**src/hw/rtl/mer_pkg.sv**
```systemverilog
// Shared types, constants and helper functions for the MIDI event remapper.
// No dependencies; every other file of the block imports this package.
package mer_pkg;

    // Block constants
    localparam int CONTROLLERS = 128;
    localparam int NOTE_LENGTH = 960;
    localparam int TIME_BITS   = 48;
    localparam int MAX_RESULTS = 3;

    // Configuration port geometry
    localparam int CFG_IDX_W  = 3;
    localparam int CFG_DATA_W = 8;
    localparam logic [7:0] CTRL_LIMIT = 8'(CONTROLLERS);

    // 7-bit to bend conversion constants
    localparam int TBL_DEPTH   = 128;
    localparam int BEND_SCALE  = 16384;
    localparam int BEND_OFFSET = 1040384;
    localparam int BEND_DIV    = 127;
    localparam int BEND_MIN    = -8192;
    localparam int BEND_MAX    = 8191;
    localparam logic [6:0] LEVEL_MAX = 7'd127;

    // Event kinds
    typedef enum logic [2:0] {
        KIND_NOTE     = 3'd0,
        KIND_CC       = 3'd1,
        KIND_BEND     = 3'd2,
        KIND_PRESSURE = 3'd3,
        KIND_OTHER    = 3'd4
    } kind_t;

    // Configuration register indexes
    typedef enum logic [CFG_IDX_W-1:0] {
        REG_VELOCITY_TARGET   = 3'd0,
        REG_KEY_TARGET        = 3'd1,
        REG_SOURCE_CONTROLLER = 3'd2,
        REG_CONTROLLER_TARGET = 3'd3,
        REG_BEND_TARGET       = 3'd4,
        REG_PRESSURE_TARGET   = 3'd5
    } cfg_reg_t;

    // Destination codes as stored in the registers
    typedef logic signed [7:0] dest_code_t;
    localparam dest_code_t DEST_OFF      = -8'sd1;
    localparam dest_code_t DEST_PRESSURE = -8'sd2;
    localparam dest_code_t DEST_BEND     = -8'sd3;
    localparam dest_code_t DEST_NOTE     = -8'sd4;

    // Decoded destination
    typedef enum logic [2:0] {
        DST_OFF,
        DST_PRESSURE,
        DST_BEND,
        DST_NOTE,
        DST_CC
    } dst_t;

    // Which time pair a result carries
    typedef enum logic [1:0] {
        TS_ORIG,
        TS_MAPPED,
        TS_NOTE
    } tsel_t;

    typedef struct packed {
        dest_code_t  velocity_target;
        dest_code_t  key_target;
        logic [6:0]  source_controller;
        dest_code_t  controller_target;
        dest_code_t  bend_target;
        dest_code_t  pressure_target;
    } cfg_t;

    // One result without its times
    typedef struct packed {
        kind_t              kind;
        logic               orig;
        logic [6:0]         key;
        logic [6:0]         level;
        logic signed [13:0] bend;
        tsel_t              tsel;
    } rec_t;

    // Second-stage values handed to the result builder
    typedef struct packed {
        kind_t              kind;
        logic [6:0]         key;
        logic [6:0]         level;
        logic signed [13:0] bend;
        logic [6:0]         v7_bend;
        logic signed [13:0] bf_level;
        logic signed [13:0] bf_key;
    } arith_t;

    typedef logic [TBL_DEPTH-1:0][13:0] bend_tbl_t;

    // Build the 7-bit to bend table at elaboration
    function automatic bend_tbl_t build_bend_table();
        bend_tbl_t tb;
        int        n;
        tb = '0;
        for (int i = 0; i < TBL_DEPTH; i++)
        begin
            n = (BEND_SCALE * i - BEND_OFFSET) / BEND_DIV;
            if (n < BEND_MIN)
            begin
                n = BEND_MIN;
            end
            if (n > BEND_MAX)
            begin
                n = BEND_MAX;
            end
            tb[i] = 14'(n);
        end
        return tb;
    endfunction

    localparam bend_tbl_t BEND_FROM_7 = build_bend_table();

    // Unused codes act as off
    function automatic dst_t decode_dest(input dest_code_t d);
        dst_t r;
        if (d == DEST_PRESSURE)
        begin
            r = DST_PRESSURE;
        end
        else if (d == DEST_BEND)
        begin
            r = DST_BEND;
        end
        else if (d == DEST_NOTE)
        begin
            r = DST_NOTE;
        end
        else if (!d[7] && ({1'b0, d[6:0]} < CTRL_LIMIT))
        begin
            r = DST_CC;
        end
        else
        begin
            r = DST_OFF;
        end
        return r;
    endfunction

    // Build the mapped event for one destination
    function automatic rec_t map_rec(input dst_t dst, input dest_code_t code,
                                     input logic [6:0] val7,
                                     input logic signed [13:0] bendv);
        rec_t r;
        r      = '0;
        r.tsel = TS_MAPPED;
        case (dst)
            DST_PRESSURE:
            begin
                r.kind  = KIND_PRESSURE;
                r.level = val7;
            end
            DST_BEND:
            begin
                r.kind = KIND_BEND;
                r.bend = bendv;
            end
            DST_NOTE:
            begin
                r.kind  = KIND_NOTE;
                r.key   = val7;
                r.level = LEVEL_MAX;
                r.tsel  = TS_NOTE;
            end
            DST_CC:
            begin
                r.kind  = KIND_CC;
                r.key   = code[6:0];
                r.level = val7;
            end
            default:
            begin
                r.kind = KIND_OTHER;
            end
        endcase
        return r;
    endfunction

endpackage

```
**src/hw/rtl/mer_evt_if.sv**
```systemverilog
// Request channels of the MIDI event remapper: incoming events and results.
// Depends on mer_pkg for the default time width.
interface mer_in_if
    import mer_pkg::*;
#(
    parameter int TIME_W = TIME_BITS
) ();
    logic               valid;
    logic               ready;
    logic [2:0]         func;
    logic [6:0]         key_or_number;
    logic [6:0]         level;
    logic signed [13:0] bend_in;
    logic [TIME_W-1:0]  start_tick;
    logic [TIME_W-1:0]  end_tick;

    modport source (output valid, func, key_or_number, level, bend_in, start_tick,
                    end_tick, input ready);
    modport sink   (input valid, func, key_or_number, level, bend_in, start_tick,
                    end_tick, output ready);
endinterface

interface mer_out_if
    import mer_pkg::*;
#(
    parameter int TIME_W = TIME_BITS
) ();
    logic               valid;
    logic               ready;
    logic [2:0]         out_kind;
    logic               is_original;
    logic [6:0]         out_key_or_number;
    logic [6:0]         out_level;
    logic signed [13:0] out_bend;
    logic [TIME_W-1:0]  out_start;
    logic [TIME_W-1:0]  out_end;
    logic               last;

    modport source (output valid, out_kind, is_original, out_key_or_number, out_level,
                    out_bend, out_start, out_end, last, input ready);
    modport sink   (input valid, out_kind, is_original, out_key_or_number, out_level,
                    out_bend, out_start, out_end, last, output ready);
endinterface

```
**src/hw/rtl/mer_cfg.sv**
```systemverilog
// Configuration registers of the MIDI event remapper.
// Depends on mer_pkg for the register indexes and the cfg_t bundle.
module mer_cfg
    import mer_pkg::*;
(
    input  logic                  clk,
    input  logic                  rst_n,
    input  logic                  cfg_write_en,
    input  logic [CFG_IDX_W-1:0]  cfg_index,
    input  logic [CFG_DATA_W-1:0] cfg_wdata,
    output cfg_t                  cfg
);

    cfg_t cfg_reg;
    cfg_t cfg_next;

    // Decode the write; a controller number keeps only its low seven bits
    always_comb
    begin
        cfg_next = cfg_reg;
        if (cfg_write_en)
        begin
            case (cfg_index)
                REG_VELOCITY_TARGET:   cfg_next.velocity_target   = cfg_wdata;
                REG_KEY_TARGET:        cfg_next.key_target        = cfg_wdata;
                REG_SOURCE_CONTROLLER:
                begin
                    cfg_next.source_controller =
                        ({1'b0, cfg_wdata[6:0]} < CTRL_LIMIT) ? cfg_wdata[6:0] : 7'd0;
                end
                REG_CONTROLLER_TARGET: cfg_next.controller_target = cfg_wdata;
                REG_BEND_TARGET:       cfg_next.bend_target       = cfg_wdata;
                REG_PRESSURE_TARGET:   cfg_next.pressure_target   = cfg_wdata;
                default:               cfg_next = cfg_reg;
            endcase
        end
    end

    // Hold the registers
    always_ff @(posedge clk or negedge rst_n)
    begin
        if (!rst_n)
        begin
            cfg_reg.velocity_target   <= DEST_OFF;
            cfg_reg.key_target        <= DEST_OFF;
            cfg_reg.source_controller <= 7'd0;
            cfg_reg.controller_target <= DEST_OFF;
            cfg_reg.bend_target       <= DEST_OFF;
            cfg_reg.pressure_target   <= DEST_OFF;
        end
        else
        begin
            cfg_reg <= cfg_next;
        end
    end

    assign cfg = cfg_reg;

endmodule

```
**src/hw/rtl/mer_arith.sv**
```systemverilog
// First two pipeline stages: input capture, then value conversions and times.
// Depends on mer_pkg and the mer_in_if channel.
module mer_arith
    import mer_pkg::*;
#(
    parameter int TIME_W = TIME_BITS
) (
    input  logic              clk,
    input  logic              rst_n,
    mer_in_if.sink            events,
    input  logic              down_ready,
    output logic              s2_valid,
    output arith_t            s2_data,
    output logic [TIME_W-1:0] s2_start,
    output logic [TIME_W-1:0] s2_end,
    output logic [TIME_W-1:0] s2_t,
    output logic [TIME_W-1:0] s2_note_end
);

    localparam logic [TIME_W-1:0] NOTE_LEN_T  = TIME_W'(NOTE_LENGTH);
    localparam logic [TIME_W-1:0] NOTE_LEN_T1 = TIME_W'(NOTE_LENGTH + 1);

    // Stage 1 registers
    logic               s1_valid_reg, s1_valid_next;
    kind_t              s1_kind_reg;
    logic [6:0]         s1_key_reg;
    logic [6:0]         s1_level_reg;
    logic signed [13:0] s1_bend_reg;
    logic [TIME_W-1:0]  s1_start_reg;
    logic [TIME_W-1:0]  s1_end_reg;

    // Stage 2 registers
    logic               s2_valid_reg, s2_valid_next;
    arith_t             s2_data_reg, s2_data_next;
    logic [TIME_W-1:0]  s2_start_reg;
    logic [TIME_W-1:0]  s2_end_reg;
    logic [TIME_W-1:0]  s2_t_reg, s2_t_next;
    logic [TIME_W-1:0]  s2_note_end_reg, s2_note_end_next;

    logic               s1_ready;
    logic               s2_ready;
    logic               s1_load;
    logic               s2_load;
    kind_t              in_kind;
    logic               is_note;
    logic [13:0]        bend_u;
    logic [20:0]        bend_prod;

    // Stall chain: a stage takes new data when empty or draining
    assign s2_ready     = !s2_valid_reg || down_ready;
    assign s1_ready     = !s1_valid_reg || s2_ready;
    assign s1_load      = s1_ready && events.valid;
    assign s2_load      = s2_ready && s1_valid_reg;
    assign events.ready = s1_ready;

    // Fold unknown function codes into other
    assign in_kind = (events.func > 3'(KIND_OTHER)) ? KIND_OTHER : kind_t'(events.func);

    // Bend to 7-bit: (p + 8192) * 127 / 16384, floor
    assign is_note   = (s1_kind_reg == KIND_NOTE);
    assign bend_u    = {~s1_bend_reg[13], s1_bend_reg[12:0]};
    assign bend_prod = {bend_u, 7'd0} - {7'd0, bend_u};

    always_comb
    begin
        s2_data_next.kind     = s1_kind_reg;
        s2_data_next.key      = s1_key_reg;
        s2_data_next.level    = s1_level_reg;
        s2_data_next.bend     = s1_bend_reg;
        s2_data_next.v7_bend  = bend_prod[20:14];
        s2_data_next.bf_level = $signed(BEND_FROM_7[s1_level_reg]);
        s2_data_next.bf_key   = $signed(BEND_FROM_7[s1_key_reg]);
        // Mapped note-on results land one tick after the note
        s2_t_next        = s1_start_reg + TIME_W'(is_note);
        s2_note_end_next = s1_start_reg + (is_note ? NOTE_LEN_T1 : NOTE_LEN_T);
    end

    // Advance valid bits
    always_comb
    begin
        s1_valid_next = s1_valid_reg;
        s2_valid_next = s2_valid_reg;
        if (s1_ready)
        begin
            s1_valid_next = events.valid;
        end
        if (s2_ready)
        begin
            s2_valid_next = s1_valid_reg;
        end
    end

    always_ff @(posedge clk or negedge rst_n)
    begin
        if (!rst_n)
        begin
            s1_valid_reg <= 1'b0;
            s2_valid_reg <= 1'b0;
        end
        else
        begin
            s1_valid_reg <= s1_valid_next;
            s2_valid_reg <= s2_valid_next;
        end
    end

    // Capture the request
    always_ff @(posedge clk)
    begin
        if (s1_load)
        begin
            s1_kind_reg  <= in_kind;
            s1_key_reg   <= events.key_or_number;
            s1_level_reg <= events.level;
            s1_bend_reg  <= events.bend_in;
            s1_start_reg <= events.start_tick;
            s1_end_reg   <= events.end_tick;
        end
    end

    // Hold converted values
    always_ff @(posedge clk)
    begin
        if (s2_load)
        begin
            s2_data_reg     <= s2_data_next;
            s2_start_reg    <= s1_start_reg;
            s2_end_reg      <= s1_end_reg;
            s2_t_reg        <= s2_t_next;
            s2_note_end_reg <= s2_note_end_next;
        end
    end

    assign s2_valid    = s2_valid_reg;
    assign s2_data     = s2_data_reg;
    assign s2_start    = s2_start_reg;
    assign s2_end      = s2_end_reg;
    assign s2_t        = s2_t_reg;
    assign s2_note_end = s2_note_end_reg;

endmodule

```
**src/hw/rtl/mer_emit.sv**
```systemverilog
// Last stage: builds up to three results per event and sends them one a cycle while the result channel is ready.
// Depends on mer_pkg and the mer_out_if channel.
module mer_emit
    import mer_pkg::*;
#(
    parameter int TIME_W = TIME_BITS
) (
    input  logic              clk,
    input  logic              rst_n,
    input  cfg_t              cfg,
    input  logic              s2_valid,
    input  arith_t            s2_data,
    input  logic [TIME_W-1:0] s2_start,
    input  logic [TIME_W-1:0] s2_end,
    input  logic [TIME_W-1:0] s2_t,
    input  logic [TIME_W-1:0] s2_note_end,
    output logic              up_ready,
    mer_out_if.source         results
);

    localparam int IDX_W = $clog2(MAX_RESULTS);

    logic              valid_reg, valid_next;
    logic [IDX_W-1:0]  idx_reg, idx_next;
    logic [IDX_W-1:0]  cnt_reg;
    rec_t              rec_reg [MAX_RESULTS];
    logic [TIME_W-1:0] start_reg;
    logic [TIME_W-1:0] end_reg;
    logic [TIME_W-1:0] t_reg;
    logic [TIME_W-1:0] note_end_reg;

    rec_t               rec_next [MAX_RESULTS];
    logic [IDX_W-1:0]   cnt_next;
    rec_t               orig;
    rec_t               rec_vel;
    rec_t               rec_key;
    rec_t               rec_main;
    dst_t               dst_vel;
    dst_t               dst_key;
    dst_t               dst_main;
    dest_code_t         code_main;
    logic [6:0]         val_main;
    logic signed [13:0] bend_main;
    logic               vel_on;
    logic               key_on;
    rec_t               cur;
    logic               is_last;
    logic               load;

    // Build the result list for the event in stage 2
    always_comb
    begin
        orig.kind = s2_data.kind;
        orig.orig = 1'b1;
        orig.key  = s2_data.key;
        orig.level = s2_data.level;
        orig.bend = s2_data.bend;
        orig.tsel = TS_ORIG;

        dst_vel = decode_dest(cfg.velocity_target);
        dst_key = decode_dest(cfg.key_target);
        vel_on  = (dst_vel != DST_OFF);
        key_on  = (dst_key != DST_OFF);
        rec_vel = map_rec(dst_vel, cfg.velocity_target, s2_data.level, s2_data.bf_level);
        rec_key = map_rec(dst_key, cfg.key_target, s2_data.key, s2_data.bf_key);

        case (s2_data.kind)
            KIND_CC:
            begin
                dst_main  = (s2_data.key == cfg.source_controller)
                            ? decode_dest(cfg.controller_target) : DST_OFF;
                code_main = cfg.controller_target;
            end
            KIND_BEND:
            begin
                dst_main  = decode_dest(cfg.bend_target);
                code_main = cfg.bend_target;
            end
            KIND_PRESSURE:
            begin
                dst_main  = decode_dest(cfg.pressure_target);
                code_main = cfg.pressure_target;
            end
            default:
            begin
                dst_main  = DST_OFF;
                code_main = DEST_OFF;
            end
        endcase
        val_main  = (s2_data.kind == KIND_BEND) ? s2_data.v7_bend : s2_data.level;
        bend_main = (s2_data.kind == KIND_BEND) ? s2_data.bend : s2_data.bf_level;
        rec_main  = map_rec(dst_main, code_main, val_main, bend_main);

        // Note-on: original first, then velocity, then key, packed together
        rec_next[0] = orig;
        rec_next[1] = vel_on ? rec_vel : rec_key;
        rec_next[2] = rec_key;
        cnt_next    = IDX_W'(1);
        if (s2_data.kind == KIND_NOTE)
        begin
            cnt_next = IDX_W'(1) + IDX_W'(vel_on) + IDX_W'(key_on);
        end
        else if (dst_main != DST_OFF)
        begin
            rec_next[0] = rec_main;
        end
    end

    // Present the current result
    assign cur     = rec_reg[idx_reg];
    assign is_last = (idx_reg == cnt_reg - IDX_W'(1));
    assign load    = !valid_reg || (results.ready && is_last);
    assign up_ready = load;

    // Advance through the list; reload after the last result leaves
    always_comb
    begin
        valid_next = valid_reg;
        idx_next   = idx_reg;
        if (load)
        begin
            valid_next = s2_valid;
            idx_next   = '0;
        end
        else if (results.ready)
        begin
            idx_next = idx_reg + IDX_W'(1);
        end
    end

    always_ff @(posedge clk or negedge rst_n)
    begin
        if (!rst_n)
        begin
            valid_reg <= 1'b0;
            idx_reg   <= '0;
            cnt_reg   <= IDX_W'(1);
        end
        else
        begin
            valid_reg <= valid_next;
            idx_reg   <= idx_next;
            if (load && s2_valid)
            begin
                cnt_reg <= cnt_next;
            end
        end
    end

    // Hold the result list and its times
    always_ff @(posedge clk)
    begin
        if (load && s2_valid)
        begin
            for (int i = 0; i < MAX_RESULTS; i++)
            begin
                rec_reg[i] <= rec_next[i];
            end
            start_reg    <= s2_start;
            end_reg      <= s2_end;
            t_reg        <= s2_t;
            note_end_reg <= s2_note_end;
        end
    end

    // Drive the result channel
    always_comb
    begin
        results.valid             = valid_reg;
        results.out_kind          = cur.kind;
        results.is_original       = cur.orig;
        results.out_key_or_number = cur.key;
        results.out_level         = cur.level;
        results.out_bend          = cur.bend;
        results.last              = is_last;
        case (cur.tsel)
            TS_ORIG:
            begin
                results.out_start = start_reg;
                results.out_end   = end_reg;
            end
            TS_NOTE:
            begin
                results.out_start = t_reg;
                results.out_end   = note_end_reg;
            end
            default:
            begin
                results.out_start = t_reg;
                results.out_end   = '0;
            end
        endcase
    end

endmodule

```
**src/hw/rtl/midi_event_remapper_unit.sv**
```systemverilog
// Top level of the MIDI event remapper: configuration registers and pipeline.
// Depends on mer_pkg, mer_evt_if, mer_cfg, mer_arith and mer_emit.

// Each accepted event yields one to three result events, sent one per cycle in order
// while the result channel is ready, with last set on the final one. The pipeline has
// three register stages (input capture, value conversion and time adds, result list),
// and the first result of an event is shown once the event reaches the result list.
// A new event can be taken every cycle while each produces a single result and the
// result channel is ready; a note-on with both velocity and key destinations enabled
// occupies the result list register until its three results have left, as it sends one
// result per cycle, and once the stages ahead are full the input side stalls meanwhile.
// Configuration writes are taken at any time but are meant to happen only while the
// block is idle. No clearing pass follows reset.
module midi_event_remapper_unit
    import mer_pkg::*;
#(
    parameter int TIME_W = TIME_BITS
) (
    input  logic                  clk,
    input  logic                  rst_n,
    input  logic                  cfg_write_en,
    input  logic [CFG_IDX_W-1:0]  cfg_index,
    input  logic [CFG_DATA_W-1:0] cfg_wdata,
    mer_in_if.sink                events,
    mer_out_if.source             results
);

    cfg_t              cfg;
    logic              s2_valid;
    arith_t            s2_data;
    logic [TIME_W-1:0] s2_start;
    logic [TIME_W-1:0] s2_end;
    logic [TIME_W-1:0] s2_t;
    logic [TIME_W-1:0] s2_note_end;
    logic              emit_ready;

    mer_cfg u_cfg (
        .clk          (clk),
        .rst_n        (rst_n),
        .cfg_write_en (cfg_write_en),
        .cfg_index    (cfg_index),
        .cfg_wdata    (cfg_wdata),
        .cfg          (cfg)
    );

    mer_arith #(
        .TIME_W (TIME_W)
    ) u_arith (
        .clk         (clk),
        .rst_n       (rst_n),
        .events      (events),
        .down_ready  (emit_ready),
        .s2_valid    (s2_valid),
        .s2_data     (s2_data),
        .s2_start    (s2_start),
        .s2_end      (s2_end),
        .s2_t        (s2_t),
        .s2_note_end (s2_note_end)
    );

    mer_emit #(
        .TIME_W (TIME_W)
    ) u_emit (
        .clk         (clk),
        .rst_n       (rst_n),
        .cfg         (cfg),
        .s2_valid    (s2_valid),
        .s2_data     (s2_data),
        .s2_start    (s2_start),
        .s2_end      (s2_end),
        .s2_t        (s2_t),
        .s2_note_end (s2_note_end),
        .up_ready    (emit_ready),
        .results     (results)
    );

    // An original result is followed by more only for a note-on
    assert property (@(posedge clk) disable iff (!rst_n)
        results.valid && results.is_original && !results.last
            |-> results.out_kind == 3'(KIND_NOTE))
    else $error("original result not last for a non-note event");

    // A mapped note-on carries full velocity
    assert property (@(posedge clk) disable iff (!rst_n)
        results.valid && !results.is_original && results.out_kind == 3'(KIND_NOTE)
            |-> results.out_level == LEVEL_MAX)
    else $error("mapped note-on without full velocity");

    // A mapped bend leaves key and level clear
    assert property (@(posedge clk) disable iff (!rst_n)
        results.valid && !results.is_original && results.out_kind == 3'(KIND_BEND)
            |-> results.out_key_or_number == 7'd0 && results.out_level == 7'd0)
    else $error("mapped bend with stray key or level");

    // A non-last result that is taken is followed by another of the same event
    assert property (@(posedge clk) disable iff (!rst_n)
        results.valid && results.ready && !results.last |=> results.valid)
    else $error("result list cut short");

endmodule
```
**src/flat_wrapper.sv**
```systemverilog
// flat-port wrapper written by rule: the top's interface ports become plain ports
module midi_event_remapper_unit_flat import mer_pkg::*;
#(
    parameter int TIME_W = TIME_BITS
)
  (clk, rst_n, cfg_write_en, cfg_index, cfg_wdata, events_valid, events_func, events_key_or_number, events_level, events_bend_in, events_start_tick, events_end_tick, events_ready, results_valid, results_out_kind, results_is_original, results_out_key_or_number, results_out_level, results_out_bend, results_out_start, results_out_end, results_last, results_ready);
  mer_in_if #(.TIME_W(TIME_W)) events_i ();
  mer_out_if #(.TIME_W(TIME_W)) results_i ();
  input  logic clk;
  input  logic rst_n;
  input  logic cfg_write_en;
  input  logic [CFG_IDX_W-1:0] cfg_index;
  input  logic [CFG_DATA_W-1:0] cfg_wdata;
  input wire logic [$bits(events_i.valid)-1:0] events_valid;
  input wire logic [$bits(events_i.func)-1:0] events_func;
  input wire logic [$bits(events_i.key_or_number)-1:0] events_key_or_number;
  input wire logic [$bits(events_i.level)-1:0] events_level;
  input wire logic [$bits(events_i.bend_in)-1:0] events_bend_in;
  input wire logic [$bits(events_i.start_tick)-1:0] events_start_tick;
  input wire logic [$bits(events_i.end_tick)-1:0] events_end_tick;
  output wire logic [$bits(events_i.ready)-1:0] events_ready;
  output wire logic [$bits(results_i.valid)-1:0] results_valid;
  output wire logic [$bits(results_i.out_kind)-1:0] results_out_kind;
  output wire logic [$bits(results_i.is_original)-1:0] results_is_original;
  output wire logic [$bits(results_i.out_key_or_number)-1:0] results_out_key_or_number;
  output wire logic [$bits(results_i.out_level)-1:0] results_out_level;
  output wire logic [$bits(results_i.out_bend)-1:0] results_out_bend;
  output wire logic [$bits(results_i.out_start)-1:0] results_out_start;
  output wire logic [$bits(results_i.out_end)-1:0] results_out_end;
  output wire logic [$bits(results_i.last)-1:0] results_last;
  input wire logic [$bits(results_i.ready)-1:0] results_ready;
  assign events_i.valid = events_valid;
  assign events_i.func = events_func;
  assign events_i.key_or_number = events_key_or_number;
  assign events_i.level = events_level;
  assign events_i.bend_in = events_bend_in;
  assign events_i.start_tick = events_start_tick;
  assign events_i.end_tick = events_end_tick;
  assign events_ready = events_i.ready;
  assign results_valid = results_i.valid;
  assign results_out_kind = results_i.out_kind;
  assign results_is_original = results_i.is_original;
  assign results_out_key_or_number = results_i.out_key_or_number;
  assign results_out_level = results_i.out_level;
  assign results_out_bend = results_i.out_bend;
  assign results_out_start = results_i.out_start;
  assign results_out_end = results_i.out_end;
  assign results_last = results_i.last;
  assign results_i.ready = results_ready;
  midi_event_remapper_unit #(.TIME_W(TIME_W)) u_core (.clk(clk), .rst_n(rst_n), .cfg_write_en(cfg_write_en), .cfg_index(cfg_index), .cfg_wdata(cfg_wdata), .events(events_i), .results(results_i));
endmodule
```
**config.mk**
```make
export PLATFORM = sky130hd
export DESIGN_NAME = midi_event_remapper_unit_flat
export DESIGN_NICKNAME = d
export VERILOG_FILES = /design/src/hw/rtl/mer_pkg.sv /design/src/hw/rtl/mer_evt_if.sv /design/src/hw/rtl/mer_cfg.sv /design/src/hw/rtl/mer_arith.sv /design/src/hw/rtl/mer_emit.sv /design/src/hw/rtl/midi_event_remapper_unit.sv /design/src/flat_wrapper.sv
export SDC_FILE = /design/constraint.sdc
export NUM_CORES = 1
export LEC_CHECK = 0
export ABC_AREA = 1
export BUFFER_PORTS_ARGS = -buffer_cell sky130_fd_sc_hd__buf_2
export CAP_MARGIN = 20
export CORE_ASPECT_RATIO = 0.7
export CORE_MARGIN = 2
export CORE_UTILIZATION = 30
export CTS_CLUSTER_DIAMETER = 200
export DETAILED_ROUTE_END_ITERATION = 10
export GPL_TIMING_DRIVEN = 0
export PLACE_DENSITY_LB_ADDON = 0.3
export SLEW_MARGIN = 20
export SYNTH_ARGS = -nofsm -noshare
export SYNTH_HDL_FRONTEND = slang
export SYNTH_SLANG_ARGS = --single-unit
```
**constraint.sdc**
```tcl
create_clock -name clk -period 43.1 [get_ports clk]
set_input_delay 8.62 -clock clk [delete_from_list [all_inputs] [get_ports clk]]
set_output_delay 8.62 -clock clk [all_outputs]
set_load 0.1 [all_outputs]
```
-- Word level (Yosys, flattened, before mapping)
Memory sizes are Yosys's and may differ from the RTL's. A register that Yosys moved wholly into a read port is not among the register bits.
Index checks and enable logic that the tools add are counted.
- register bits after elaboration: 603
- bits in writable memories: 102
- ROM bits: 3584
- bits of input ports: 143
- output and inout bits: 131
- logic and storage cells: 158
- memories: 3
- add/subtract/negate cells: 7
- $lt $le $gt $ge: 1
- equal/unequal tests: 38
- multiplexer cells: 51
- bitwise logic cells: 1
- reduce and logical (&&, ||, !) cells: 27
- memory list (memory ; words ; bits a word ; read ports ; clocked after memory_dff ; wr ports ; RTL line ; RTL):
    (name not given) ; 128 ; 14 ; 1 ; 1 ; 0 ; mer_arith.sv:72 ; s2_data_next.bf_key = $signed(BEND_FROM_7[s1_key_reg]);
    (name not given) ; 128 ; 14 ; 1 ; 1 ; 0 ; mer_arith.sv:71 ; s2_data_next.bf_level = $signed(BEND_FROM_7[s1_level_reg]);
    u_core.u_emit.rec_reg ; 3 ; 34 ; 1 ; 0 ; 3 ; mer_emit.sv:26 ; rec_t rec_reg [MAX_RESULTS];
- operators by type and width (operator ; number):
    $mux 34 ; 3
    $pmux 48 s2 ; 1
    $pmux 7 s2 ; 6
    $eq 8x3->1 const B ; 10
    $mux 3 ; 21
    $mux 14 ; 4
    $add 48x1->48 ; 1
    $add 48x10->48 ; 1
    $mux 48 ; 1
    $eq 8x2->1 const B ; 5
    $pmux 3 s4 ; 3
    $eq 3x2->1 const B ; 10
    $pmux 7 s3 ; 1
    $sub 21x14->21 ; 1
    $eq 3x1->1 const B ; 5
    $eq 3x3->1 const B ; 5
    $mux 2 ; 6
    $reduce_and 2->1 ; 6
    $logic_not 3->1 ; 3
    $pmux 3 s3 ; 1
    $reduce_bool 3->1 ; 3
    $eq 7x7->1 ; 1
    $mux 7 ; 1
    $reduce_or 2->1 ; 3
    14 further kinds ; 23

-- Logic depth before layout (Yosys ltp)
Gate-level depths: netlist of the first run.
- depth in word-level cells: 11
- gate-level depth with buffers: 13
- mapped depth without buffers: 13

-- Cells and area by module
From an unflattened synthesis of the first run, not the netlist that was laid out.
- cells, all modules: 2481
- area, all modules: 30011.3 um2
- modules (own cells, without submodules) (module ; instances ; cells each ; area an instance (um2)):
    mer_arith ; 1 ; 1122 ; 14880.5
    mer_emit ; 1 ; 1146 ; 13188.9
    mer_cfg ; 1 ; 213 ; 1941.9

-- Least setup slack after synthesis of the first run
OpenSTA, ideal clock, no wires.
- path type: input -> register
- start: input port results_ready
- end: register u_core.u_emit.cnt_reg[0]
- library setup time: 0.483 ns
- arrival time: 21.204 ns
- required time: 42.617 ns
- setup slack: 21.413 ns
- cell stages on the path: 5
- path buffers: 0
- path through: nor2_1 inv_1 nand2_1 nor2_1 o21ai_0
- cells in the longest elaborated chain, start to end: 3
- RTL lines (what ; RTL line ; RTL):
    from (decl) ; flat_wrapper.sv:31 ; input wire logic [$bits(results_i.ready)-1:0] results_ready;
    $logic_and 1x1->1 ; mer_emit.sv:112 ; assign load = !valid_reg || (results.ready && is_last);
    $logic_or 1x1->1 ; mer_emit.sv:112 ;
    $logic_and 1x1->1 ; mer_emit.sv:143 ; if (load && s2_valid)
    to (signal assigned) ; mer_emit.sv:145 ; cnt_reg <= cnt_next;
    to (decl) ; mer_emit.sv:25 ; logic [IDX_W-1:0] cnt_reg;
No other way between the ends.
A chain may end at the register's enable or synchronous reset.

-- Worst setup path after layout of the first run
- start: input port results_ready
- end: output port events_ready
- cells in the longest elaborated chain, start to end: 4
- RTL lines (what ; RTL line ; RTL):
    $logic_and 1x1->1 ; mer_emit.sv:112 ;
    $logic_or 1x1->1 ; mer_emit.sv:112 ;
    $logic_or 1x1->1 ; mer_arith.sv:50 ; assign s2_ready = !s2_valid_reg || down_ready;
    $logic_or 1x1->1 ; mer_arith.sv:51 ; assign s1_ready = !s1_valid_reg || s2_ready;
    to (decl) ; flat_wrapper.sv:21 ; output wire logic [$bits(events_i.ready)-1:0] events_ready;
No other way between the ends.

==> impl_summary.txt, run 1 <==
----------------------------------------------------
[Routing]
  Via count ... 18080
  Sum of routed wire length over all layers ... ~82000 microns
  Average wire per cell in the routed design ... approximately 21 microns
  ANT nets after route ... 0
  Count of unresolved DRC violations after routing ... 0
  Detailed-router iteration count before antenna repair ... 6
  Starting DRC count in detailed routing ... 1884
  Avg Vias per Cell ... ~4.7

[Logic synthesis]
  Parity-gate share of the synthesized area counting xor and xnor cells ... between 2 and 3%
  Post-synthesis average cell area ... ~13 sq um
  EDFF count, synth ... between 600 and 700
  Adder and majority gate portion of the synthesized area ... less than 1%
  Most used flip-flop cell after synthesis ... sky130_fd_sc_hd__edfxtp_1
  Post-Synthesis Net Count ... roughly 2300
  Sequential cell area fraction in the yosys report ... between 70% and 80%
  Yosys warning count ... 0
  Netlist cell types ... 53
  Count of state elements after synthesis ... 707
  Fraction of registers with async set or reset after synthesis ... under 10%
  Combinational family with the most area after synthesis ... simple AND/OR/NAND/NOR gates
  Compound-Gate Fraction of Synth Area ... under 10%
  Cell area after synthesis ... 28500 sq um
  Post-synthesis share of cell area spent on and, or, nand and nor gates ... about 13%
  Gate Count Post-Synth ... between 2000 and 2500
  Share of cell area taken by muxes after synthesis ... 2.24%

[GRT]
  Maximum number of pins on one net before global-route repair ... between 80 and 90
  Sum of overflow across all layers after global routing ... 0
  Global-route wire length before repair ... ~120000 microns
  Tot GR Track Use ... approximately 16%
  Vias in the first global route ... 16924
  Antenna violations before repair ... 6

[Timing]
  Worst clock skew ... approximately 0.015 ns
  Pins over their slew limit ... 0
  Setup violators final ... 0
  Unrepaired setup endpoints after global routing ... false
  Max Freq ... ~0.055 GHz
  Measured slew at the worst slew-check pin ... about 1.1 ns
  Normalized max-slew margin ... a little over a quarter
  Setup Total Neg Slack ... 0 ns
  Total count of hold-check failures in the final report ... 0
  Post-layout min period ... 18.19 ns
  Final worst-path cycle share ... 42.2%

[Final layout]
  Net count reported at finish ... ~2700
  Number of flip-flops under the largest register name ... 100
  Final Cell Area ... ~34000 sq um
  Most common cell after layout, fill and taps aside ... sky130_fd_sc_hd__edfxtp_1
  Post-synthesis to final-layout area growth ... 20.7%
  Share of post-route cells with drive strength above 1 ... between 20% and 30%
  Commonest cells after routing, fill and taps aside ... sky130_fd_sc_hd__edfxtp_1, sky130_fd_sc_hd__nand2_1, sky130_fd_sc_hd__buf_2, sky130_fd_sc_hd__inv_1, sky130_fd_sc_hd__nand3_1

[Critical path]
  Cell-by-cell trace of the critical path ... buf_2 > nor2_1 > inv_1 > nand2_1 > nand3_1 > buf_2
  Worst Path Max Fanout ... 5
  Crit Path Class ... in -> out
  Critical Path End Type ... output port
  Kind of cell with the highest combined delay on the critical path ... buffers and inverters
  Most Frequent Cell on Critical Path ... sky130_fd_sc_hd__buf_2
  Required time worst endpoint ... between 30 and 40 ns
  Worst path arrival time ... around 9.6 ns
  Delay of the slowest cell on the worst path ... roughly 0.32 ns
  CP max stage cell ... sky130_fd_sc_hd__buf_2
  Number of buffer and inverter instances along the worst setup path ... 3
  Element type at the critical path start ... primary input

[Clocking]
  Number of buffers added to fix hold violations after cts ... 0
  # resized after CTS ... 0
  Buffer count from post-CTS setup fixing ... 0
  Worst skew pair latency ... approximately 0.65 ns
  Root Buffer ... sky130_fd_sc_hd__clkbuf_16
  Buffer depth of the longest clock path ... 3
  Cts bufs inserted ... 74
  CTS tree ... built
  CTS Sinks ... between 700 and 800
  Clock slew at the register clock pins of the worst setup and hold paths ... ~0.060 ns
  H-tree depth ... 3

[Job]
  Max-capacitance violation count ... 0

[Die]
  Area of the placeable core ... roughly 94000 sq um
  Die Y-Extent ... between 200 and 300 microns
  Full die area ... between 90000 and 100000 sq um
  Die extent in x ... around 370 microns
  Effective utilization at floorplan ... between 30% and 40%
  Num rows ... 94
  Top Ports ... between 200 and 300

[Placement]
  DP Area ... 31900 sq um
  Count of port buffers added during placement ... approximately 270
  Hpwl dp ... 60500 microns
  Last weighted congestion value of the routability-driven placer ... between 0.8 and 0.9

[Worst hold path]
  Path type of the worst min-delay path ... reg -> reg

[Run status]
  Status ... finished, final reports clean

----------------------------------------------------
==> metrics by stage <==
step | hold WS, ns | utilization (%) | setup WS [ns] | std cells
2_1_floorplan | 0.400 | - | 21.41 | 2185
3_5_place_dp | 0.405 | 34.0 | 24.92 | 3724
6_report | 0.413 | 36.6 | 24.91 | 3865
3_3_place_gp | 0.400 | 33.4 | 14.42 | 3706
5_1_grt | 0.418 | 36.6 | 24.85 | 3862
4_1_cts | 0.414 | 36.6 | 24.91 | 3861
==> logic make-up after synthesis <==
logic type | count (synthesis)
buffers and inverters | 267
adders and majority gates | 16
xor gates and xnor gates | 88
DFF | 707
AOI/OAI and AO/OA | 220
and+or+nand+nor | 837
muxes | 50
==> synth_stat cells, types with 20 or more instances <==
| master | number | area share [%] |
|---|---|---|
| sky130_fd_sc_hd__nand2_1 | 438 | 5.8 |
| sky130_fd_sc_hd__a21oi_1 | 78 | 1.4 |
| sky130_fd_sc_hd__dfstp_2 | 41 | 3.8 |
| sky130_fd_sc_hd__mux2_2 | 30 | 1.2 |
| sky130_fd_sc_hd__inv_1 | 191 | 2.5 |
| sky130_fd_sc_hd__nand3_1 | 175 | 3.1 |
| sky130_fd_sc_hd__o21ai_0 | 105 | 1.8 |
| sky130_fd_sc_hd__edfxtp_1 | 653 | 69 |
| sky130_fd_sc_hd__nor2_1 | 131 | 1.7 |
| sky130_fd_sc_hd__nand4_1 | 34 | 0.75 |
| sky130_fd_sc_hd__mux2_4 | 20 | 1.1 |
| sky130_fd_sc_hd__clkbuf_1 | 45 | 0.59 |
| sky130_fd_sc_hd__xor2_1 | 69 | 2.1 |
| sky130_fd_sc_hd__nor3_1 | 20 | 0.35 |
==> final cells by class <==
| type | count | area [sq um] |
|---|---|---|
| fill | 9156 | 59600 |
| tap | 1248 | 1560 |
| clock inverter | 44 | 460 |
| antenna | 4 | 10.0 |
| inverter | 199 | 764 |
| sequential | 707 | 21000 |
| multi-input combinational | 1211 | 6480 |
| clock buffer | 93 | 2040 |
| timing repair buffer | 291 | 1820 |
| buffer | 68 | 310 |
==> final timing paths <==
kind / from / endpoint / slack (ns) / depth (start not counted)
min: u_core.u_arith.s2_start[7]$_DFFE_PP_ / u_core.u_emit.start_reg[7]$_DFFE_PP_ / 0.41 / 0
max reg2reg: u_core.u_arith.s1_kind_reg[0]$_SDFFCE_PN0P_ / u_core.u_arith.s2_note_end[40]$_DFFE_PP_ / 39.06 / 13
min in group asynchronous: rst_n / u_core.u_emit.cnt_reg[1]$_DFFE_PN0P_ / 8.06 / 1
max in group asynchronous: rst_n / u_core.u_cfg.cfg[24]$_DFFE_PN0P_ / 34.53 / 1
min reg2reg: u_core.u_arith.s2_start[7]$_DFFE_PP_ / u_core.u_emit.start_reg[7]$_DFFE_PP_ / 0.41 / 0
max: results_ready / events_ready / 24.91 / 6
==> metal layers <==
metal | share of wire, % | wire length [microns] | global-route usage (%) | vias to the layer above
met5 | 0 | 0 | 0 | -
met4 | 1.9 | 1520 | 3.78 | 0
met3 | 7.6 | 6170 | 4.35 | 101
met2 | 41 | 33400 | 22.1 | 632
met1 | 50 | 40600 | 25.4 | 8901
li1 | - | - | - | 8446
==> worst register-to-register path: cells and delay by family, from the launching register on <==
| family | cells | cell delay, ns |
|---|---|---|
| and+or+nand+nor | 10 | 2.08 |
| adders and majority gates | 2 | 0.75 |
| xor gates and xnor gates | 1 | 0.49 |
| DFF | 1 | 0.44 |
Power of run 1 is not shown: default switching activity piles up to over one toggle a cycle in this logic, so the estimate is an artifact.
==> run 2: changes to the inputs <==
==> constraint.sdc (replaced) <==
create_clock -name clk -period 14.79 [get_ports clk]
set_input_delay 2.958 -clock clk [delete_from_list [all_inputs] [get_ports clk]]
set_output_delay 2.958 -clock clk [all_outputs]
set_load 0.1 [all_outputs]
==> run 2 against run 1 <==
  * Critical path type unchanged
  * Highest routed layer is now met5
  * Sequential share of layout area grew 0.50 points
  * Flip-flop and latch count is the same
  * Die area is the same
  * Core utilization shrank 0.30 points
  * Hold slack lost 0.0012 ns
==> impl_summary.txt, run 2 (same netlist as run 1, synthesis figures left out) <==
----------------------------------------------------
[Routing]
  Via count ... ~18000
  Count of unresolved DRC violations after routing ... 0
  Sum of routed wire length over all layers ... 81800 microns
  Met3 Routed Length ... slightly above 6000 microns
  Average wire per cell in the routed design ... roughly 21 microns
  ANT nets after route ... 0
  Avg Vias per Cell ... around 4.6
  Met2 Routed Length ... about 34000 microns
  Post-route met1 wirelength ... between 40000 and 50000 microns
  Starting DRC count in detailed routing ... 1794
  Detailed-router iteration count before antenna repair ... 5
  Highest metal layer with signal wires ... met5

[GRT]
  Maximum number of pins on one net before global-route repair ... 96
  Antenna violations before repair ... 9
  Sum of overflow across all layers after global routing ... 0
  Tot GR Track Use ... ~16%
  Vias in the first global route ... 16830
  Global-route wire length before repair ... 115000 microns

[Critical path]
  Worst path arrival time ... approximately 3.9 ns
  Most Frequent Cell on Critical Path ... sky130_fd_sc_hd__buf_2
  Crit Path Class ... in -> out
  CP max stage cell ... sky130_fd_sc_hd__buf_2
  Delay of the slowest cell on the worst path ... 0.32 ns
  Number of buffer and inverter instances along the worst setup path ... 3
  Kind of cell with the highest combined delay on the critical path ... buffers and inverters
  Critical Path End Type ... output port
  Element type at the critical path start ... primary input
  Worst Path Max Fanout ... 5
  Required time worst endpoint ... roughly 12 ns
  Cell-by-cell trace of the critical path ... buf_2 > nor2_1 > inv_1 > nand2_1 > nand3_1 > buf_2

[Final layout]
  Count of non-filler cells in the finished layout ... ~3900
  Post-synthesis to final-layout area growth ... 19.8%
  Net count reported at finish ... ~2700
  Most common cell after layout, fill and taps aside ... sky130_fd_sc_hd__edfxtp_1
  Commonest cells after routing, fill and taps aside ... sky130_fd_sc_hd__edfxtp_1, sky130_fd_sc_hd__nand2_1, sky130_fd_sc_hd__buf_2, sky130_fd_sc_hd__inv_1, sky130_fd_sc_hd__nand3_1
  Share of post-route cells with drive strength above 1 ... between 20% and 30%
  Number of flip-flops under the largest register name ... 100
  Final Cell Area ... between 30000 and 40000 sq um

[Clocking]
  Root Buffer ... sky130_fd_sc_hd__clkbuf_16
  CTS tree ... built
  Buffer count from post-CTS setup fixing ... 0
  Worst skew pair latency ... about 0.62 ns
  Clock slew at the register clock pins of the worst setup and hold paths ... ~0.060 ns
  # resized after CTS ... 0
  CTS Sinks ... around 710
  H-tree depth ... 3
  Number of buffers added to fix hold violations after cts ... 0
  Buffer depth of the longest clock path ... 3
  Cts bufs inserted ... 74

[Placement]
  Hpwl dp ... 60600 microns
  DP Area ... 31900 sq um
  Total placed cells including tap cells ... 3723
  Count of port buffers added during placement ... 273
  Last weighted congestion value of the routability-driven placer ... 0.918

[Die]
  Die extent in x ... 373 microns
  Num rows ... 94
  Area of the placeable core ... 94100 sq um
  Effective utilization at floorplan ... 30.3%
  Top Ports ... 274
  Full die area ... 97700 sq um
  Die Y-Extent ... ~260 microns

[Timing]
  Post-layout min period ... 6.87 ns
  Normalized max-slew margin ... roughly 34%
  Pins over their slew limit ... 0
  Setup violators final ... 0
  Measured slew at the worst slew-check pin ... approximately 0.98 ns
  Worst hold slack ... between 0.4 and 0.5 ns
  Setup Total Neg Slack ... 0 ns
  Total count of hold-check failures in the final report ... 0
  Unrepaired setup endpoints after global routing ... false
  Worst clock skew ... 0.0163 ns
  Max Freq ... 0.146 GHz
  Final worst-path cycle share ... between 40 and 50%

[Run status]
  Status ... finished, final reports clean

[Worst hold path]
  Path type of the worst min-delay path ... reg -> reg

[Job]
  Max-capacitance violation count ... 0

----------------------------------------------------
-- run 2: per-layer routing --
layer  GRT usage, %  vias up
met3           3.84      108
li1               -     8410
met4           3.91        8
met2           22.5      607
met1           25.2     8782
met5          0.991        -
-- run 2: layout make-up --
cell class                 count  area (sq um)
buffer                        68           310
clock inverter                39           295
clock buffer                  93          1970
timing repair buffer         290          1780
multi-input combinational   1211          6490
sequential                   707         21000
inverter                     199           764
antenna                        2          5.00
fill                        9165         59900
tap                         1248          1560
-- run 2: stage by stage --
stage | worst slack [ns] | util [%]
global route | 7.83 | 36.3
global placement | -0.777 | 33.4
CTS | 7.92 | 36.3
detailed placement | 7.92 | 33.9
finish | 7.92 | 36.3
floorplan | 3.66 | -
-- run 2: worst reg2reg max path, cell delays in order, from the launching register on --
cell,delay (ns)
sky130_fd_sc_hd__edfxtp_1,0.42
sky130_fd_sc_hd__nor3_1,0.56
sky130_fd_sc_hd__ha_1,0.35
sky130_fd_sc_hd__ha_1,0.41
sky130_fd_sc_hd__nand2_1,0.09
sky130_fd_sc_hd__nor2_1,0.13
sky130_fd_sc_hd__nand2_1,0.14
sky130_fd_sc_hd__nand3_2,0.20
sky130_fd_sc_hd__nand2_1,0.23
sky130_fd_sc_hd__nor2_2,0.21
sky130_fd_sc_hd__nand2_1,0.14
sky130_fd_sc_hd__nor2_2,0.29
sky130_fd_sc_hd__nand2_1,0.12
sky130_fd_sc_hd__xnor2_1,0.44
-- run 2: worst paths after layout --
kind	start	to	slack, ns	depth (start not counted)
min reg2reg	u_core.u_arith.s2_note_end[41]$_DFFE_PP_	u_core.u_emit.note_end_reg[41]$_DFFE_PP_	0.41	0
min in group asynchronous	rst_n	u_core.u_cfg.cfg[30]$_DFFE_PN0P_	2.43	1
max in group asynchronous	rst_n	u_core.u_cfg.cfg[26]$_DFFE_PN0P_	11.85	1
min	u_core.u_arith.s2_note_end[41]$_DFFE_PP_	u_core.u_emit.note_end_reg[41]$_DFFE_PP_	0.41	0
max	results_ready	events_ready	7.92	6
max reg2reg	u_core.u_arith.s1_kind_reg[2]$_SDFFCE_PN1P_	u_core.u_arith.s2_note_end[40]$_DFFE_PP_	10.78	13
Power of run 2 is left out for the same reason.
==> run 3: changes to the inputs <==
==> constraint.sdc (replaced) <==
create_clock -name clk -period 6 [get_ports clk]
set_input_delay 1.2 -clock clk [delete_from_list [all_inputs] [get_ports clk]]
set_output_delay 1.2 -clock clk [all_outputs]
set_load 0.1 [all_outputs]
==> run 3 against run 2 <==
  * Worst setup slack worse by 6.7 ns
  * Flip-flop and latch count unchanged
  * Cell area up 1.4%
  * Sequential share of layout area decreased by 0.82 points
  * Highest routed layer is now met4
==> impl_summary.txt, run 3 (same netlist as run 1, synthesis figures left out) <==
----------------------------------------------------
[Placement]
  Count of port buffers added during placement ... roughly 270
  Hpwl dp ... between 60000 and 70000 microns
  Last weighted congestion value of the routability-driven placer ... a little over 0.9
  Worst slack at placement ... between 1.5 and 2 ns
  Total placed cells including tap cells ... 3730

[Routing]
  Starting DRC count in detailed routing ... between 1500 and 2000
  Count of unresolved DRC violations after routing ... 0
  Sum of routed wire length over all layers ... 81800 microns
  Met2 Routed Length ... between 30000 and 40000 microns
  Avg Vias per Cell ... ~4.7
  Met3 Routed Length ... 6090 microns
  Post-route met1 wirelength ... ~41000 microns
  Average wire per cell in the routed design ... about 21 microns
  Detailed-router iteration count before antenna repair ... 5
  Via count ... around 18000
  ANT nets after route ... 0
  Highest metal layer with signal wires ... met4

[Final layout]
  Storage cell area ... 21000 sq um
  Count of non-filler cells in the finished layout ... around 3900
  Footprint of the multi-input gates ... ~6500 sq um
  Most common cell after layout, fill and taps aside ... sky130_fd_sc_hd__edfxtp_1
  Post-layout utilization of the core ... between 30% and 40%
  Share of post-route cells with drive strength above 1 ... between 20% and 30%
  Commonest cells after routing, fill and taps aside ... sky130_fd_sc_hd__edfxtp_1, sky130_fd_sc_hd__nand2_1, sky130_fd_sc_hd__buf_2, sky130_fd_sc_hd__inv_1, sky130_fd_sc_hd__nand3_1
  Post-synthesis to final-layout area growth ... 21.4%
  Net count reported at finish ... 2718
  Number of filler instances in the final layout ... about 9100
  Number of flip-flops under the largest register name ... 100

[Critical path]
  Critical Path End Type ... output port
  Most Frequent Cell on Critical Path ... sky130_fd_sc_hd__buf_2
  Element type at the critical path start ... register
  Kind of cell with the highest combined delay on the critical path ... buffers and inverters
  Cell-by-cell trace of the critical path ... buf_4 > inv_4 > o21ai_2 > inv_2 > nand2_1 > buf_2 > mux2_2 > buf_2
  Required time worst endpoint ... between 4 and 5 ns
  Number of buffer and inverter instances along the worst setup path ... 5
  Crit Path Class ... reg -> out
  Worst Path Max Fanout ... 10
  CP max stage cell ... sky130_fd_sc_hd__o21ai_2
  Worst path arrival time ... 3.55 ns
  Setup slack of the most critical reg-to-reg path ... 1.72 ns
  Delay of the slowest cell on the worst path ... a little under 0.6 ns

[Die]
  Full die area ... between 90000 and 100000 sq um
  Top Ports ... around 270
  Die extent in x ... roughly 370 microns
  Effective utilization at floorplan ... between 30% and 40%
  Num rows ... 94
  Area of the placeable core ... 94100 sq um
  Die Y-Extent ... 262 microns

[Clocking]
  Buffer count from post-CTS setup fixing ... 0
  CTS Sinks ... around 710
  Number of buffers added to fix hold violations after cts ... 0
  Root Buffer ... sky130_fd_sc_hd__clkbuf_16
  Clock slew at the register clock pins of the worst setup and hold paths ... 0.06 ns
  H-tree depth ... 3
  Worst skew pair latency ... 0.66 ns
  Buffer depth of the longest clock path ... 3
  Cts bufs inserted ... 75
  CTS tree ... built
  # resized after CTS ... 0

[Timing]
  Unrepaired setup endpoints after global routing ... false
  Pins over their slew limit ... 0
  Normalized max-slew margin ... 26.2%
  Worst clock skew ... 0.0399 ns
  Measured slew at the worst slew-check pin ... 1.10 ns
  Final worst-path cycle share ... between 70% and 80%
  Max Freq ... between 0.2 and 0.25 GHz
  Setup violators final ... 0
  Total count of hold-check failures in the final report ... 0
  Setup Total Neg Slack ... 0 ns
  Post-layout min period ... about 4.7 ns
  Final critical-path setup slack ... roughly 1.3 ns

[GRT]
  Antenna violations before repair ... 6
  Vias in the first global route ... approximately 17000
  Maximum number of pins on one net before global-route repair ... 67
  Sum of overflow across all layers after global routing ... 0
  Global-route wire length before repair ... between 100000 and 150000 microns
  Tot GR Track Use ... 16.3%

[Worst hold path]
  Path type of the worst min-delay path ... reg -> reg

[Job]
  Max-capacitance violation count ... 0

[Run status]
  Status ... finished, final reports clean

----------------------------------------------------
-- run 3: per-stage QoR --
step | area (sq um) | hold WS (ns)
after floorplan | 28600 | 0.400
after detailed placement | 32100 | 0.405
after global routing | 34600 | 0.415
final | 34600 | 0.413
after CTS | 34600 | 0.414
after global placement | 31500 | 0.400
-- run 3: worst reg2reg max path: cells and delay by family, from the launching register on --
| family | cells | cell delay [ns] |
|---|---|---|
| xor gates and xnor gates | 1 | 0.49 |
| adders and majority gates | 2 | 0.77 |
| DFF | 1 | 0.40 |
| and+or+nand+nor | 10 | 2.35 |
-- run 3: metal layers --
metal	track usage [%]	vias to the layer above
met5	0	-
met4	4.46	0
met3	3.58	99
met2	22.2	678
met1	25.6	9016
li1	-	8443
-- run 3: area by class of cell --
type                       instances  share of cell area [%]
clock buffer                      89                    5.69
timing repair buffer             297                    5.58
buffer                            68                   0.896
multi-input combinational       1211                    18.7
antenna                            3                  0.0217
inverter                         199                    2.20
clock inverter                    48                    1.70
tap                             1248                    4.51
sequential                       707                    60.7
-- run 3: final timing paths --
kind / startpoint / endpoint / cells after the start
worst min register to register: u_core.u_arith.s1_end_reg[7]$_DFFE_PP_ / u_core.u_arith.s2_end[7]$_DFFE_PP_ / 0
worst min-delay path: u_core.u_arith.s1_end_reg[7]$_DFFE_PP_ / u_core.u_arith.s2_end[7]$_DFFE_PP_ / 0
worst max register to register: u_core.u_arith.s1_kind_reg[1]$_SDFFCE_PN0P_ / u_core.u_arith.s2_note_end[40]$_DFFE_PP_ / 13
min in group asynchronous: rst_n / u_core.u_cfg.cfg[27]$_DFFE_PN0P_ / 1
worst max-delay path: u_core.u_emit.idx_reg[1]$_DFFE_PN0P_ / results_out_start[15] / 8
max in group asynchronous: rst_n / u_core.u_arith.s2_valid$_DFFE_PN0P_ / 1
Power of run 3 is left out for the same reason.
